## config.mk

```make
export PLATFORM = sky130hd
export DESIGN_NAME = one_wire_bus_master_top
export DESIGN_NICKNAME = d
export VERILOG_FILES = /design/src/rtl/owm_pkg.sv /design/src/rtl/one_wire_bus_master_top.sv /design/src/rtl/owm_core.sv
export SDC_FILE = /design/constraint.sdc
export NUM_CORES = 1
export LEC_CHECK = 0
export BUFFER_PORTS_ARGS = -buffer_cell sky130_fd_sc_hd__buf_2
export CAP_MARGIN = 20
export CORE_UTILIZATION = 57
export DETAILED_ROUTE_END_ITERATION = 6
export PLACE_DENSITY = 0.78
export SLEW_MARGIN = 15
export SYNTH_ARGS = -nofsm -noshare
export SYNTH_HDL_FRONTEND = slang
export SYNTH_HIERARCHICAL = 1
export SYNTH_SLANG_ARGS = --single-unit
```

## constraint.sdc

```tcl
create_clock -name aclk -period 7.45 [get_ports aclk]
set_input_delay 0.3725 -clock aclk [delete_from_list [all_inputs] [get_ports aclk]]
set_output_delay 0.3725 -clock aclk [all_outputs]
set_load 0.02 [all_outputs]
```

## src/rtl/owm_pkg.sv

```systemverilog
// Shared types, constants and helper functions for the 1-Wire bus master.
// Used by owm_core and one_wire_bus_master_top; depends on nothing else.
package owm_pkg;

    // Sequence phases
    typedef enum logic [3:0] {
        PH_IDLE     = 4'd0,
        PH_RST_LOW  = 4'd1,
        PH_RST_WAIT = 4'd2,
        PH_RST_TAIL = 4'd3,
        PH_W_START  = 4'd4,
        PH_W_HOLD   = 4'd5,
        PH_W_REC    = 4'd6,
        PH_R_START  = 4'd7,
        PH_R_WAIT   = 4'd8,
        PH_R_REC    = 4'd9
    } phase_t;

    // Command codes
    localparam logic [1:0] OP_NONE    = 2'd0;
    localparam logic [1:0] OP_CONVERT = 2'd1;
    localparam logic [1:0] OP_RD_ROM  = 2'd2;
    localparam logic [1:0] OP_RD_SCR  = 2'd3;

    // 1-Wire command bytes
    localparam logic [7:0] CMD_SKIP_ROM   = 8'hCC;
    localparam logic [7:0] CMD_CONVERT_T  = 8'h44;
    localparam logic [7:0] CMD_READ_ROM   = 8'h33;
    localparam logic [7:0] CMD_READ_SCR   = 8'hBE;
    localparam logic [7:0] CRC_POLY       = 8'h8C;

    localparam logic [3:0] ROM_BYTES        = 4'd8;
    localparam int unsigned SCRATCH_BYTES_DEF = 9;

    // Register indexes
    localparam logic [2:0] REG_RESET_LOW      = 3'd0;
    localparam logic [2:0] REG_PRESENCE_WAIT  = 3'd1;
    localparam logic [2:0] REG_RESET_TAIL     = 3'd2;
    localparam logic [2:0] REG_SLOT_START_LOW = 3'd3;
    localparam logic [2:0] REG_WRITE_HOLD     = 3'd4;
    localparam logic [2:0] REG_WRITE_RECOVERY = 3'd5;
    localparam logic [2:0] REG_READ_RELEASE   = 3'd6;
    localparam logic [2:0] REG_READ_RECOVERY  = 3'd7;

    // Register reset values
    localparam logic [9:0] RESET_LOW_DEF      = 10'd500;
    localparam logic [9:0] PRESENCE_WAIT_DEF  = 10'd70;
    localparam logic [9:0] RESET_TAIL_DEF     = 10'd430;
    localparam logic [5:0] SLOT_START_LOW_DEF = 6'd2;
    localparam logic [7:0] WRITE_HOLD_DEF     = 8'd15;
    localparam logic [7:0] WRITE_RECOVERY_DEF = 8'd40;
    localparam logic [5:0] READ_RELEASE_DEF   = 6'd3;
    localparam logic [7:0] READ_RECOVERY_DEF  = 8'd50;

    typedef struct packed {
        logic [9:0] reset_low_time;
        logic [9:0] presence_wait;
        logic [9:0] reset_tail;
        logic [5:0] slot_start_low;
        logic [7:0] write_hold;
        logic [7:0] write_recovery;
        logic [5:0] read_release;
        logic [7:0] read_recovery;
    } cfg_t;

    typedef struct packed {
        logic [3:0] byte_index;
        logic       byte_valid;
        logic [7:0] data_byte;
        logic       crc_ok;
        logic       present;
        logic       done_res;
        logic       busy_res;
        logic       drive_low;
    } res_t;

    // Dallas CRC-8, reflected, one byte
    function automatic logic [7:0] crc8_byte(input logic [7:0] crc_in, input logic [7:0] data);
        logic [7:0] c;
        logic [7:0] d;
        logic       mix;
        c = crc_in;
        d = data;
        for (int i = 0; i < 8; i++) begin
            mix = c[0] ^ d[0];
            c   = c >> 1;
            if (mix) begin
                c = c ^ CRC_POLY;
            end
            d = d >> 1;
        end
        return c;
    endfunction

    function automatic logic [7:0] cmd_byte(input logic [1:0] cmd, input logic idx);
        logic [7:0] b;
        case (cmd)
            OP_CONVERT: b = idx ? CMD_CONVERT_T : CMD_SKIP_ROM;
            OP_RD_ROM:  b = idx ? 8'h00 : CMD_READ_ROM;
            OP_RD_SCR:  b = idx ? CMD_READ_SCR : CMD_SKIP_ROM;
            default:    b = 8'h00;
        endcase
        return b;
    endfunction

    function automatic logic [3:0] cmd_len(input logic [1:0] cmd);
        logic [3:0] n;
        case (cmd)
            OP_CONVERT: n = 4'd2;
            OP_RD_SCR:  n = 4'd2;
            default:    n = 4'd1;
        endcase
        return n;
    endfunction

endpackage

```

## src/rtl/one_wire_bus_master_top.sv

```systemverilog
// One beat in per one-microsecond tick, one result beat out per input beat. The result
// is registered and appears in the cycle after its input beat is taken, and a new beat is
// taken every cycle while the output register is empty or being drained; the sequencer
// state advances once per accepted beat, so sustained rate is one beat per clock. Timing
// registers sit on an APB port at byte addresses 4*i and must be written only while no
// sequence runs. Top level of the 1-Wire bus master: stream ports, APB timing registers,
// output register. Depends on owm_pkg and owm_core.
module one_wire_bus_master_top #(
    parameter int unsigned SCRATCH_BYTES = owm_pkg::SCRATCH_BYTES_DEF
) (
    input  logic        aclk,
    input  logic        aresetn,
    input  logic        s_tvalid,
    output logic        s_tready,
    input  logic [7:0]  s_tdata,   // [1:0] op, [2] line_in, [7:3] zero
    output logic        m_tvalid,
    input  logic        m_tready,
    // [0] drive_low, [1] busy_res, [2] done_res, [3] present, [4] crc_ok,
    // [12:5] data_byte, [13] byte_valid, [17:14] byte_index, [23:18] zero
    output logic [23:0] m_tdata,
    input  logic        psel,
    input  logic        penable,
    input  logic        pwrite,
    input  logic [4:0]  paddr,
    input  logic [31:0] pwdata,
    output logic [31:0] prdata,
    output logic        pready
);

    owm_pkg::cfg_t cfg_reg;
    owm_pkg::res_t res_comb;
    owm_pkg::res_t res_reg;
    logic          m_valid_reg;
    logic          step;
    logic [2:0]    reg_idx;
    logic          cfg_wr;

    assign pready   = 1'b1;
    assign reg_idx  = paddr[4:2];
    assign cfg_wr   = psel && penable && pwrite && pready;
    assign s_tready = !m_valid_reg || m_tready;
    assign step     = s_tvalid && s_tready;

    always_ff @(posedge aclk) begin
        if (!aresetn) begin
            cfg_reg.reset_low_time <= owm_pkg::RESET_LOW_DEF;
            cfg_reg.presence_wait  <= owm_pkg::PRESENCE_WAIT_DEF;
            cfg_reg.reset_tail     <= owm_pkg::RESET_TAIL_DEF;
            cfg_reg.slot_start_low <= owm_pkg::SLOT_START_LOW_DEF;
            cfg_reg.write_hold     <= owm_pkg::WRITE_HOLD_DEF;
            cfg_reg.write_recovery <= owm_pkg::WRITE_RECOVERY_DEF;
            cfg_reg.read_release   <= owm_pkg::READ_RELEASE_DEF;
            cfg_reg.read_recovery  <= owm_pkg::READ_RECOVERY_DEF;
        end else if (cfg_wr) begin
            case (reg_idx)
                owm_pkg::REG_RESET_LOW:      cfg_reg.reset_low_time <= pwdata[9:0];
                owm_pkg::REG_PRESENCE_WAIT:  cfg_reg.presence_wait  <= pwdata[9:0];
                owm_pkg::REG_RESET_TAIL:     cfg_reg.reset_tail     <= pwdata[9:0];
                owm_pkg::REG_SLOT_START_LOW: cfg_reg.slot_start_low <= pwdata[5:0];
                owm_pkg::REG_WRITE_HOLD:     cfg_reg.write_hold     <= pwdata[7:0];
                owm_pkg::REG_WRITE_RECOVERY: cfg_reg.write_recovery <= pwdata[7:0];
                owm_pkg::REG_READ_RELEASE:   cfg_reg.read_release   <= pwdata[5:0];
                owm_pkg::REG_READ_RECOVERY:  cfg_reg.read_recovery  <= pwdata[7:0];
                default: ;
            endcase
        end
    end

    always_comb begin
        case (reg_idx)
            owm_pkg::REG_RESET_LOW:      prdata = 32'(cfg_reg.reset_low_time);
            owm_pkg::REG_PRESENCE_WAIT:  prdata = 32'(cfg_reg.presence_wait);
            owm_pkg::REG_RESET_TAIL:     prdata = 32'(cfg_reg.reset_tail);
            owm_pkg::REG_SLOT_START_LOW: prdata = 32'(cfg_reg.slot_start_low);
            owm_pkg::REG_WRITE_HOLD:     prdata = 32'(cfg_reg.write_hold);
            owm_pkg::REG_WRITE_RECOVERY: prdata = 32'(cfg_reg.write_recovery);
            owm_pkg::REG_READ_RELEASE:   prdata = 32'(cfg_reg.read_release);
            owm_pkg::REG_READ_RECOVERY:  prdata = 32'(cfg_reg.read_recovery);
            default:                     prdata = 32'd0;
        endcase
    end

    owm_core #(
        .SCRATCH_BYTES (SCRATCH_BYTES)
    ) u_core (
        .aclk    (aclk),
        .aresetn (aresetn),
        .step    (step),
        .op      (s_tdata[1:0]),
        .line_in (s_tdata[2]),
        .cfg     (cfg_reg),
        .res     (res_comb)
    );

    // Output register: load on every accepted beat, drop when taken
    always_ff @(posedge aclk) begin
        if (!aresetn) begin
            m_valid_reg <= 1'b0;
        end else if (step) begin
            m_valid_reg <= 1'b1;
        end else if (m_tready) begin
            m_valid_reg <= 1'b0;
        end
    end

    always_ff @(posedge aclk) begin
        if (step) begin
            res_reg <= res_comb;
        end
    end

    assign m_tvalid = m_valid_reg;
    assign m_tdata  = {6'd0, res_reg};

`ifndef ASSERT_OFF
    a_accept_fills: assert property (@(posedge aclk) disable iff (!aresetn)
        step |=> m_valid_reg)
        else $error("accepted beat produced no result");

    a_done_busy: assert property (@(posedge aclk) disable iff (!aresetn)
        m_valid_reg && res_reg.done_res |-> res_reg.busy_res)
        else $error("done outside a sequence");

    a_crc_with_done: assert property (@(posedge aclk) disable iff (!aresetn)
        m_valid_reg && res_reg.crc_ok |-> res_reg.done_res && res_reg.present)
        else $error("crc_ok without done and presence");

    a_read_released: assert property (@(posedge aclk) disable iff (!aresetn)
        m_valid_reg && res_reg.byte_valid |-> !res_reg.drive_low && res_reg.busy_res)
        else $error("byte reported while bus driven");
`endif

endmodule

```

## src/rtl/owm_core.sv

```systemverilog
// Sequencer core of the 1-Wire bus master: phase, slot timer, bit/byte counters,
// shift and CRC registers, one update per tick. Depends on owm_pkg.
module owm_core #(
    parameter int unsigned SCRATCH_BYTES = owm_pkg::SCRATCH_BYTES_DEF
) (
    input  logic             aclk,
    input  logic             aresetn,
    input  logic             step,
    input  logic [1:0]       op,
    input  logic             line_in,
    input  owm_pkg::cfg_t    cfg,
    output owm_pkg::res_t    res
);

    localparam logic [3:0] SCRATCH_TOTAL = 4'(SCRATCH_BYTES);

    owm_pkg::phase_t phase_reg, phase_next;
    logic [9:0] timer_reg, timer_next;
    logic [2:0] bit_reg, bit_next;
    logic [3:0] byte_reg, byte_next;
    logic [7:0] shift_reg, shift_next;
    logic [7:0] crc_reg, crc_next;
    logic [1:0] cmd_reg, cmd_next;
    logic       pres_reg, pres_next;

    // Phase length on entry; zero counts as one tick
    function automatic logic [9:0] load_time(input owm_pkg::phase_t ph, input owm_pkg::cfg_t c);
        logic [9:0] t;
        case (ph)
            owm_pkg::PH_RST_LOW:  t = c.reset_low_time;
            owm_pkg::PH_RST_WAIT: t = c.presence_wait;
            owm_pkg::PH_RST_TAIL: t = c.reset_tail;
            owm_pkg::PH_W_START:  t = 10'(c.slot_start_low);
            owm_pkg::PH_W_HOLD:   t = 10'(c.write_hold);
            owm_pkg::PH_W_REC:    t = 10'(c.write_recovery);
            owm_pkg::PH_R_START:  t = 10'(c.slot_start_low);
            owm_pkg::PH_R_WAIT:   t = 10'(c.read_release);
            owm_pkg::PH_R_REC:    t = 10'(c.read_recovery);
            default:              t = 10'd1;
        endcase
        if (t == 10'd0) begin
            t = 10'd1;
        end
        return t;
    endfunction

    always_ff @(posedge aclk) begin
        if (!aresetn) begin
            phase_reg <= owm_pkg::PH_IDLE;
            timer_reg <= '0;
            bit_reg   <= '0;
            byte_reg  <= '0;
            shift_reg <= '0;
            crc_reg   <= '0;
            cmd_reg   <= owm_pkg::OP_NONE;
            pres_reg  <= 1'b0;
        end else if (step) begin
            phase_reg <= phase_next;
            timer_reg <= timer_next;
            bit_reg   <= bit_next;
            byte_reg  <= byte_next;
            shift_reg <= shift_next;
            crc_reg   <= crc_next;
            cmd_reg   <= cmd_next;
            pres_reg  <= pres_next;
        end
    end

    always_comb begin
        logic [3:0] total;
        phase_next = phase_reg;
        timer_next = timer_reg;
        bit_next   = bit_reg;
        byte_next  = byte_reg;
        shift_next = shift_reg;
        crc_next   = crc_reg;
        cmd_next   = cmd_reg;
        pres_next  = pres_reg;
        res        = '0;
        total      = (cmd_reg == owm_pkg::OP_RD_ROM) ? owm_pkg::ROM_BYTES : SCRATCH_TOTAL;

        if (phase_reg != owm_pkg::PH_IDLE || op != owm_pkg::OP_NONE) begin
            if (phase_reg == owm_pkg::PH_IDLE) begin
                cmd_next   = op;
                crc_next   = '0;
                pres_next  = 1'b0;
                byte_next  = '0;
                bit_next   = '0;
                shift_next = '0;
                phase_next = owm_pkg::PH_RST_LOW;
                timer_next = load_time(owm_pkg::PH_RST_LOW, cfg);
            end

            res.busy_res  = 1'b1;
            res.drive_low = (phase_next == owm_pkg::PH_RST_LOW)
                         || (phase_next == owm_pkg::PH_W_START)
                         || (phase_next == owm_pkg::PH_R_START)
                         || (phase_next == owm_pkg::PH_W_HOLD && !shift_next[0]);

            timer_next = timer_next - 10'd1;
            if (timer_next == 10'd0) begin
                case (phase_next)
                    owm_pkg::PH_RST_LOW: begin
                        phase_next = owm_pkg::PH_RST_WAIT;
                    end
                    owm_pkg::PH_RST_WAIT: begin
                        pres_next  = !line_in;
                        phase_next = owm_pkg::PH_RST_TAIL;
                    end
                    owm_pkg::PH_RST_TAIL: begin
                        if (!pres_next) begin
                            res.done_res = 1'b1;
                            phase_next   = owm_pkg::PH_IDLE;
                        end else begin
                            byte_next  = '0;
                            bit_next   = '0;
                            shift_next = owm_pkg::cmd_byte(cmd_next, 1'b0);
                            phase_next = owm_pkg::PH_W_START;
                        end
                    end
                    owm_pkg::PH_W_START: begin
                        phase_next = owm_pkg::PH_W_HOLD;
                    end
                    owm_pkg::PH_W_HOLD: begin
                        phase_next = owm_pkg::PH_W_REC;
                    end
                    owm_pkg::PH_W_REC: begin
                        shift_next = shift_next >> 1;
                        if (bit_next == 3'd7) begin
                            bit_next  = '0;
                            byte_next = byte_next + 4'd1;
                            if (byte_next < owm_pkg::cmd_len(cmd_next)) begin
                                shift_next = owm_pkg::cmd_byte(cmd_next, byte_next[0]);
                                phase_next = owm_pkg::PH_W_START;
                            end else if (cmd_next == owm_pkg::OP_CONVERT) begin
                                res.done_res = 1'b1;
                                res.present  = 1'b1;
                                phase_next   = owm_pkg::PH_IDLE;
                            end else begin
                                byte_next  = '0;
                                shift_next = '0;
                                phase_next = owm_pkg::PH_R_START;
                            end
                        end else begin
                            bit_next   = bit_next + 3'd1;
                            phase_next = owm_pkg::PH_W_START;
                        end
                    end
                    owm_pkg::PH_R_START: begin
                        phase_next = owm_pkg::PH_R_WAIT;
                    end
                    owm_pkg::PH_R_WAIT: begin
                        shift_next = {line_in, shift_next[7:1]};
                        phase_next = owm_pkg::PH_R_REC;
                    end
                    owm_pkg::PH_R_REC: begin
                        if (bit_next == 3'd7) begin
                            bit_next       = '0;
                            crc_next       = owm_pkg::crc8_byte(crc_next, shift_next);
                            res.byte_valid = 1'b1;
                            res.data_byte  = shift_next;
                            res.byte_index = byte_next;
                            byte_next      = byte_next + 4'd1;
                            if (byte_next >= total || byte_next == 4'd0) begin
                                res.done_res = 1'b1;
                                res.present  = 1'b1;
                                res.crc_ok   = (crc_next == 8'h00);
                                phase_next   = owm_pkg::PH_IDLE;
                            end else begin
                                phase_next = owm_pkg::PH_R_START;
                            end
                        end else begin
                            bit_next   = bit_next + 3'd1;
                            phase_next = owm_pkg::PH_R_START;
                        end
                    end
                    default: begin
                        phase_next = owm_pkg::PH_IDLE;
                    end
                endcase
                if (phase_next != owm_pkg::PH_IDLE) begin
                    timer_next = load_time(phase_next, cfg);
                end
            end
        end
    end

endmodule
```

==> summary.txt, run 1 <==
Drt
  • Drc violations: 0
  • Drt via density: 6.34
  • Drt wl/cell: 18.5 µm
  • Total wire length: about 22000 µm
  • Drt pass-1 iters: 5
  • Routed vias: 7376
  • Routed Antenna Nets: 0
  • DRT iter0 DRCs: between 600 and 700

GRT
  • Gr usage total: 0.313
  • Met1 GRT Util: 0.384
  • Met2 layer usage reported by global route: 0.508
  • Gr busiest metal: met2
  • Grt ovf: 0
  • Initial antenna violation count: 0
  • First-pass GRT wire length: 34800 µm
  • GRT met3 Usage: 0.0728
  • Vias in the first global route: around 6800
  • Largest net degree at the start of global routing: 51

Timing
  • Final WS setup: 2.94 ns
  • Hold slack: 0.194 ns
  • Setup_tns: 0 ns
  • Final Max Slew Viols: 0
  • Final worst-path cycle share: 0.605
  • Worst Max-Slew Pin Slew: about 0.9 ns
  • Min Tclk post-route: 4.51 ns
  • Unrepaired setup endpoints after global routing: no
  • Setup violators final: 0
  • Fmax: between 200 and 250 MHz
  • Clk_skew: 0.00864 ns
  • Fin. Hold Viols: 0
  • Relative slew slack: 0.399

Floorplan
  • Core outline area: between 0.01 and 0.015 mm²
  • Row count: 42
  • Die height: 119 µm
  • Initial core utilization: 0.587
  • Die Area: 0.0142 mm²
  • Die X: about 120 µm
  • I/O pin cnt: 111

Clocking
  • CTS root buf: clkbuf_16
  • Reg clk slew, reported paths: 0.05 ns
  • Clk_lat worst skew: 0.43 ns
  • Total CTS buffers: 17
  • Sink Count: approximately 130
  • Setup repair bufs after CTS: 0
  • Cts hold-fix bufs: 0
  • Clk buf depth: 2
  • CTS tree: yes
  • H-tree depth: 4
  • PostCTS Resize Cnt: 0

Synth
  • Top FF cell, synth: dfxtp_1
  • Synth top area share: 0.275
  • Post-synth cell types: between 70 and 80
  • Async set-reset flop share out of synthesis: 0
  • Syn_area_per_cell: 8.04 µm²
  • Synthesis-stage register bit count: 125
  • Gate Count Post-Synth: 971
  • Post-Syn Area: 0.00780 mm²
  • Synth area leaders: dfxtp_1 (27%), edfxtp_1 (6.9%), nand2_1 (6.4%), o21ai_0 (4.6%), mux2i_1 (4.0%)
  • Post-synth EDFFs: 18
  • Ys Warns: 6
  • Sequential element share of the synthesized area: 0.344
  • Biggest area consumer among synthesized cells: dfxtp_1

Power
  • Power Total: 0.00171 W
  • Power Density: ~200 mW/mm²
  • Peak VDD IR: 0.000161 V
  • Leakage: 3.16 nW

Critical path
  • CP Buf/Inv Count: 2
  • Crit. End Element: flop
  • CP Class: reg -> reg
  • Startpoint Class: flop
  • CP max FO: 30
  • Crit-path cells: buf_4, or4_4, nor2_1, nand3_1, nand3_1, inv_1, ha_1, and3_1, o21ai_0, o2111ai_1, or4_1, o211a_4, a211o_1
  • Critical path's largest stage delay: 0.80 ns
  • Slowest-stage cell, CP: or4_1
  • Most frequent CP cell: nand3_1
  • Family with the most delay on the worst path: simple AND/OR/NAND/NOR gates
  • Crit path DAT: 4.82 ns
  • CP required: 7.77 ns

Layout
  • Finished Core Util: 0.638
  • Max FFs per register: 66
  • Synth-to-Final Area Change: 8.76%
  • Number of diodes: 0
  • Share of layout cells above drive strength 1: 0.118
  • Nets: 1031

Worst hold path
  • Hold Crit Class: in -> reg

Flow run
  • Max-Cap Viols: 0

Placed design
  • Gpl congestion: 0.961
  • I/O Buffers: 52
  • Dpl hpwl: 14400 µm
  • Worst Setup Slack post-DPL: 3.01 ns

Status
  • Status: finished clean
## worst min-delay path, delay by kind of cell
kind                   cells  cell delay, ns
AOI/OAI and AO/OA          1            0.05
buffers and inverters      1            0.11
and+or+nand+nor            1            0.05
## Yosys cell counts (4+ instances only)
master       n
or4_1        5
mux2i_1     31
o2bb2ai_1    5
a211o_1      5
nor2_1      58
buf_2       16
nor4_1      14
xnor2_1     15
and3_1       6
a21boi_1     9
and2_1      18
clkbuf_1    43
buf_1        8
or2_1        4
dfxtp_1    107
o211ai_1    13
nand3b_1     9
o211a_1      5
a32o_1       5
a31oi_1      7
ha_1         5
a22oi_1      9
xor2_1      15
nor2b_1     10
o21a_1       5
a21oi_1     41
or3_1        5
a211oi_1     7
inv_1       19
o21ai_0     71
buf_4       34
nor3_1      21
a221oi_1    14
nand2_1    134
nand2b_1    17
edfxtp_1    18
a21o_1       4
nand3_1     50
a21boi_0    31
mux2_2       9
## cells in the final DEF, fill, tap and decap left out, types with 17 or more instances in the layout
cell type and instances:
conb_1 29, o21ai_0 71, clkbuf_16 19, buf_2 52
and2_1 18, a21boi_0 31, mux2i_1 31, nand3_1 50
edfxtp_1 18, nor3_1 21, nor2_1 58, inv_1 19
nand2_1 134, nand2b_1 17, dfxtp_1 107, a21oi_1 41
## cells by family after synthesis
kind of cell / count (synthesis) / synth area share
and+or+nand+nor: 376 / 0.239
AOI/OAI and AO/OA: 269 / 0.239
DFF: 125 / 0.344
buffers and inverters: 123 / 0.0810
muxes: 40 / 0.0528
xor gates and xnor gates: 30 / 0.0337
adders and majority gates: 6 / 0.00930
other: 2 / 0.000963
## per-layer routing
layer / vias to the layer above / share of wire
li1: 3456 / -
met1: 3440 / 0.41
met2: 394 / 0.46
met3: 86 / 0.081
met4: 0 / 0.042
met5: - / 0
## final cells by class
| cell class | count | area (µm²) |
|---|---|---|
| Tap cell | 176 | 220 |
| Multi-Input combinational cell | 750 | 4600 |
| Fill cell | 1187 | 4810 |
| Timing Repair Buffer | 61 | 328 |
| Clock inverter | 3 | 18.8 |
| Clock buffer | 29 | 563 |
| Inverter | 19 | 71.3 |
| Sequential cell | 125 | 2680 |
## report_power, final
part / internal [W] / total (W) / leakage (nW) / switching, W
Clock: 0.000509 / 0.000805 / 0.288 / 0.000297
Combinational: 0.0000569 / 0.000186 / 1.83 / 0.000129
Sequential: 0.000700 / 0.000715 / 1.04 / 0.0000150
## path summary, 6_finish.rpt
check	from	end	slack [ns]	depth (start not counted)
max	u_core/phase_reg[3]	u_core/byte_reg[1]	2.94	13
min	pwdata[9]	cfg_reg[55]	0.19	3
max reg2reg	u_core/phase_reg[3]	u_core/byte_reg[1]	2.94	13
min reg2reg	u_core/bit_reg[1]	u_core/bit_reg[1]	0.46	1
## stage by stage
stage          instances  instance area, µm²
2_1_floorplan        998                7900
3_3_place_gp        1131                7900
3_5_place_dp        1131                7900
4_1_cts             1163                8490
5_1_grt             1163                8490
6_report            1163                8490
Power figures use the tool's default switching activity.
==> run 2, diff against run 1 <==
Settings changed: CORE_UTILIZATION 57 to 53, PLACE_DENSITY 0.78 to 0.77.
Clock period 7.45 ns to 3.7 ns, I/O delays scaled along.
==> run 2 against run 1 <==
Net effect:
- largest cell class unchanged
- via count rose by 0.56%
- first-iteration DRC count grew 2.7%
- count of clock-buffer cells in the layout shrank 6
- core utilization is 1.5 points lower
- clock power rose by 120%
- clock skew barely moved
- critical path depth down 1
- cell count grew 2.7%
==> summary.txt, run 2 (synthesis results as in run 1) <==
Layout
  • Nets: between 1000 and 1500
  • # fillers: around 1200
  • Post-layout instance area: 0.00879 mm²
  • Share of layout cells above drive strength 1: 0.146
  • Synth-to-Final Area Change: 12.6%
  • Finished Core Util: 0.623
  • Commonest non-fill, non-tap cells in the layout: nand2_1 (134), dfxtp_1 (107), o21ai_0 (70), nor2_1 (58), buf_2 (52)
  • Number of diodes: 0
  • Finished Layout Cells: between 1000 and 1500
  • Reg area: 0.00268 mm²
  • Max FFs per register: 66
  • Footprint of the multi-input gates: 0.00463 mm²
  • Most common cell after layout, fill and taps aside: nand2_1

Floorplan
  • Die height: ~120 µm
  • Die Area: between 0.015 and 0.02 mm²
  • Row count: 43
  • Initial core utilization: 0.554
  • Die X: between 100 and 150 µm
  • Core outline area: 0.0141 mm²
  • I/O pin cnt: ~110

Placed design
  • Dpl hpwl: between 10000 and 15000 µm
  • I/O Buffers: 52
  • Worst Setup Slack post-DPL: about 0.1 ns
  • Placed instance count: between 1000 and 1500
  • Placed Area: 0.00811 mm²
  • Gpl congestion: 0.959

Critical path
  • Slowest-stage cell, CP: or4_1
  • CP max FO: 14
  • Critical path's largest stage delay: 0.56 ns
  • Crit path DAT: approximately 3.8 ns
  • Crit. End Element: flop
  • Crit-path cells: buf_4, nor4_4, buf_4, mux2i_1, ha_1, or3b_2, o22ai_1, a211o_1, a21oi_1, or4_1, a2111oi_2, a311oi_1
  • Most frequent CP cell: buf_4
  • Startpoint Class: flop
  • CP required: slightly below 4 ns
  • CP Class: reg -> reg

Clocking
  • CTS root buf: clkbuf_16
  • CTS tree: yes
  • Total CTS buffers: 17
  • Clk_lat worst skew: ~0.43 ns
  • Sink Count: 125
  • H-tree depth: 4
  • Setup repair bufs after CTS: 0
  • Reg clk slew, reported paths: 0.05 ns
  • Clk buf depth: 2

Power
  • Reg power frac: 0.395
  • Peak VDD IR: 0.000289 V
  • Internal power: 0.00274 W
  • Combinational Power Share: 0.107
  • Power Total: 0.00364 W
  • Leakage: 3.33 nW
  • Power Density: 414 mW/mm²
  • Clock power frac: 0.498
  • Net switching power: 0.000904 W
  • Sw Ratio: 0.248

GRT
  • First-pass GRT wire length: 35100 µm
  • Grt ovf: 0
  • Gr usage total: 0.299
  • Initial antenna violation count: 0
  • Largest net degree at the start of global routing: 80
  • Vias in the first global route: 6741

Drt
  • Drt via density: between 6 and 7
  • Drt wl/cell: 18.1 µm
  • Drc violations: 0
  • Routed Antenna Nets: 0
  • Routed vias: 7417
  • DRT iter0 DRCs: between 700 and 800
  • Total wire length: 21600 µm
  • Drt pass-1 iters: 6

Status
  • Status: finished clean

Timing
  • Fin. Hold Viols: 0
  • Final WS setup: 0.205 ns
  • Clk_skew: 0.00878 ns
  • Final worst-path cycle share: 0.945
  • Worst Max-Slew Pin Slew: 0.841 ns
  • Final Max Slew Viols: 0
  • Min Tclk post-route: 3.50 ns
  • Setup violators final: 0
  • Relative slew slack: 0.438
  • Fmax: approximately 290 MHz

Worst hold path
  • Hold Crit Class: in -> reg

Flow run
  • Max-Cap Viols: 0
[run 2: path summary, 6_finish.rpt]
kind	from	end	slack (ns)	depth (start not counted)
min	s_tvalid	m_tvalid	0.02	3
max reg2reg	u_core/phase_reg[3]	u_core/timer_reg[0]	0.20	12
max	u_core/phase_reg[3]	u_core/timer_reg[0]	0.20	12
min reg2reg	u_core/bit_reg[1]	u_core/bit_reg[1]	0.47	1
[run 2: critical path, delay by kind of cell, from the launching register on]
| kind | cells | cell delay (ns) |
|---|---|---|
| buf+inv | 2 | 0.40 |
| simple gates | 3 | 1.25 |
| fa+ha+maj | 1 | 0.23 |
| compound gates | 5 | 1.01 |
| flops | 1 | 0.31 |
| mux | 1 | 0.13 |
[run 2: timing repair]
item | CTS | global route
hold buffers | 1 | 0
hold endpoints to repair | 1 | 0
resized for setup | 0 | 6
endpoints found under the setup margin | 0 | 31
[run 2: stage by stage]
step	TNS, ns	hold slack, ns
final	0	0.0193
after global routing	-0.0202	0.0465
after CTS	0	0.0100
after global placement	0	0.439
after detailed placement	0	0.437
after floorplan	0	0.309
[run 2: cell type report]
type                       count  area share
clock buffer                  23      0.0555
clock inverter                 9      0.0178
inverter                      19     0.00812
multi-input combinational    750       0.527
sequential                   125       0.305
tap                          180      0.0256
timing repair buffer          88      0.0607
[run 2: routing by layer]
metal | wire length [µm] | up-vias | track usage
li1 | - | 3519 | -
met4 | 837 | 0 | 0.154
met2 | 10100 | 345 | 0.486
met1 | 8990 | 3480 | 0.380
met3 | 1610 | 73 | 0.0480
met5 | 0 | - | 0
[run 2: power by group through the flow]
stage,clock [W],sequential (W),combinational [W]
2_1_floorplan,0,0.00147,0.000293
3_3_place_gp,0,0.00146,0.000378
3_5_place_dp,0,0.00146,0.000381
4_1_cts,0.00183,0.00144,0.000385
6_report,0.00181,0.00144,0.000391
5_1_grt,0.00190,0.00144,0.000424
==> run 3, diff against run 2 <==
Settings changed: CORE_ASPECT_RATIO set to 0.6.
==> run 3 against run 2 <==
Net effect:
- via count rose by 4.7%
- first-iteration DRC count rose by 54%
- hold slack got worse by 0.0014 ns
- register-to-register slack got worse by 0.02 ns
- sequential power barely moved
- worst setup slack got worse by 0.018 ns
- core utilization rose by 0.87 points
- clock skew rose by 0.0049 ns
- highest routed layer unchanged
==> summary.txt, run 3 (synthesis results as in run 1) <==
Status
  • Status: finished clean

Clocking
  • Sink Count: 125
  • Setup repair bufs after CTS: 0
  • Clk_lat worst skew: 0.42 ns
  • PostCTS Resize Cnt: 0
  • Cts hold-fix bufs: 0
  • Total CTS buffers: 17
  • H-tree depth: 4
  • CTS tree: yes
  • CTS root buf: clkbuf_16
  • Clk buf depth: 2
  • Reg clk slew, reported paths: 0.06 ns

Drt
  • Drc violations: 0
  • Drt wl/cell: between 20 and 25 µm
  • Routed Antenna Nets: 0
  • Routed vias: a little under 8000
  • Drt via density: 6.39
  • DRT iter0 DRCs: 1094
  • Drt pass-1 iters: 6
  • Total wire length: 24500 µm

Layout
  • Finished Core Util: 0.632
  • Nets: 1068
  • Post-layout instance area: slightly below 0.009 mm²
  • Number of diodes: 0
  • Synth-to-Final Area Change: 13.4%
  • Max FFs per register: 66
  • Commonest non-fill, non-tap cells in the layout: nand2_1 (134), dfxtp_1 (107), o21ai_0 (70), nor2_1 (58), buf_2 (52)
  • Share of layout cells above drive strength 1: 0.157
  • Most common cell after layout, fill and taps aside: nand2_1
  • # fillers: 1215

GRT
  • Initial antenna violation count: 0
  • Largest net degree at the start of global routing: 69
  • Vias in the first global route: about 6800
  • First-pass GRT wire length: 38600 µm
  • Gr usage total: 0.338
  • Grt ovf: 0

Power
  • Combinational Power Share: 0.116
  • Power Density: just over 400 mW/mm²
  • Net switching power: 0.000976 W
  • Sw Ratio: 0.270
  • Reg power frac: 0.397
  • Internal power: about 0.0026 W
  • Peak VDD IR: ~0.00027 V
  • Leakage: about 3.4 nW
  • Clock power frac: 0.487

Timing
  • Final Max Slew Viols: 0
  • Setup violators final: 0
  • Relative slew slack: 0.414
  • Final worst-path cycle share: 0.949
  • Fin. Hold Viols: 0
  • Unrepaired setup endpoints after global routing: no
  • Worst Max-Slew Pin Slew: 0.879 ns
  • Fmax: 285 MHz
  • Clk_skew: 0.0137 ns
  • Setup_tns: 0 ns
  • Min Tclk post-route: 3.51 ns

Flow run
  • Max-Cap Viols: 0

Critical path
  • FF-to-FF setup slack: 0.19 ns
  • Crit path DAT: roughly 3.8 ns
  • Startpoint Class: flop
  • R2R depth: 13
  • CP Class: reg -> reg
  • CP max FO: 9
  • CP required: 3.96 ns
  • Crit. End Element: flop

Worst hold path
  • Hold depth: 3
  • Hold Crit Class: in -> reg

Placed design
  • Placed Area: 0.00822 mm²
  • Dpl hpwl: 16800 µm
  • I/O Buffers: 52
  • Gpl congestion: 0.965

Floorplan
  • Row count: 33
  • Initial core utilization: 0.557
  • I/O pin cnt: 111
  • Die X: 159 µm
  • Die Area: 0.0152 mm²
  • Core outline area: 0.0140 mm²
  • Die height: 96.0 µm
## run 3: changes by cell type in the layout (fill, tap and decap cells not counted), sizes merged
| cell | delta |
|---|---|
| buf | +11 |
| bufinv | -1 |
| clkbuf | -4 |
| clkinv | +4 |
| clkinvlp | -2 |
| dlygate4sd3 | -1 |
| inv | +2 |
## run 3: metal layers
metal,global-route usage,vias to the layer above,share of wire
met5,0,-,0
met1,0.524,3616,0.45
li1,-,3529,-
met2,0.433,579,0.38
met3,0.112,41,0.16
met4,0.0729,0,0.011
## run 3: worst paths after layout
kind | from | end
setup / recovery | u_core/phase_reg[0] | u_core/timer_reg[0]
hold / removal | pwdata[9] | cfg_reg[45]
setup reg to reg | u_core/phase_reg[0] | u_core/timer_reg[0]
hold reg to reg | u_core/bit_reg[2] | u_core/bit_reg[2]
## run 3: stage by stage
step                hold slack (ns)  setup slack [ns]  std cells  total power (W)
finish                       0.0180             0.187       1215          0.00362
global route                 0.0300           0.00225       1215          0.00371
CTS                         0.00837            0.0753       1215          0.00360
detailed placement            0.439             0.133       1184          0.00186
global placement              0.432             0.239       1184          0.00186
floorplan                     0.309            0.0139        998          0.00176
## run 3: critical path, stage by stage (launching register included)
cell	delay (ns)
dfxtp_1	0.32
buf_4	0.16
nor4_4	0.23
buf_4	0.25
mux2i_1	0.12
ha_1	0.23
or3b_2	0.44
o22ai_1	0.17
a211o_1	0.21
a21oi_1	0.11
or4_1	0.54
a2111oi_2	0.36
buf_4	0.17
a311oi_1	0.04
## run 3: cell type report
cell class                      instances  area [µm²]  share of cell area
Clock inverter                         12         159              0.0180
Clock buffer                           19         454              0.0513
Inverter                               19        71.3             0.00806
Timing Repair Buffer                   98         606              0.0684
Multi-Input combinational cell        750        4630               0.524
Tap cell                              192         240              0.0272
Sequential cell                       125        2680               0.303
## run 3: power by group through the flow
stage	sequential [W]	clock (W)	combinational, W
after floorplan	0.00147	0	0.000293
after global placement	0.00146	0	0.000395
after detailed placement	0.00146	0	0.000399
after CTS	0.00143	0.00176	0.000403
after global routing	0.00144	0.00182	0.000448
final	0.00144	0.00176	0.000419
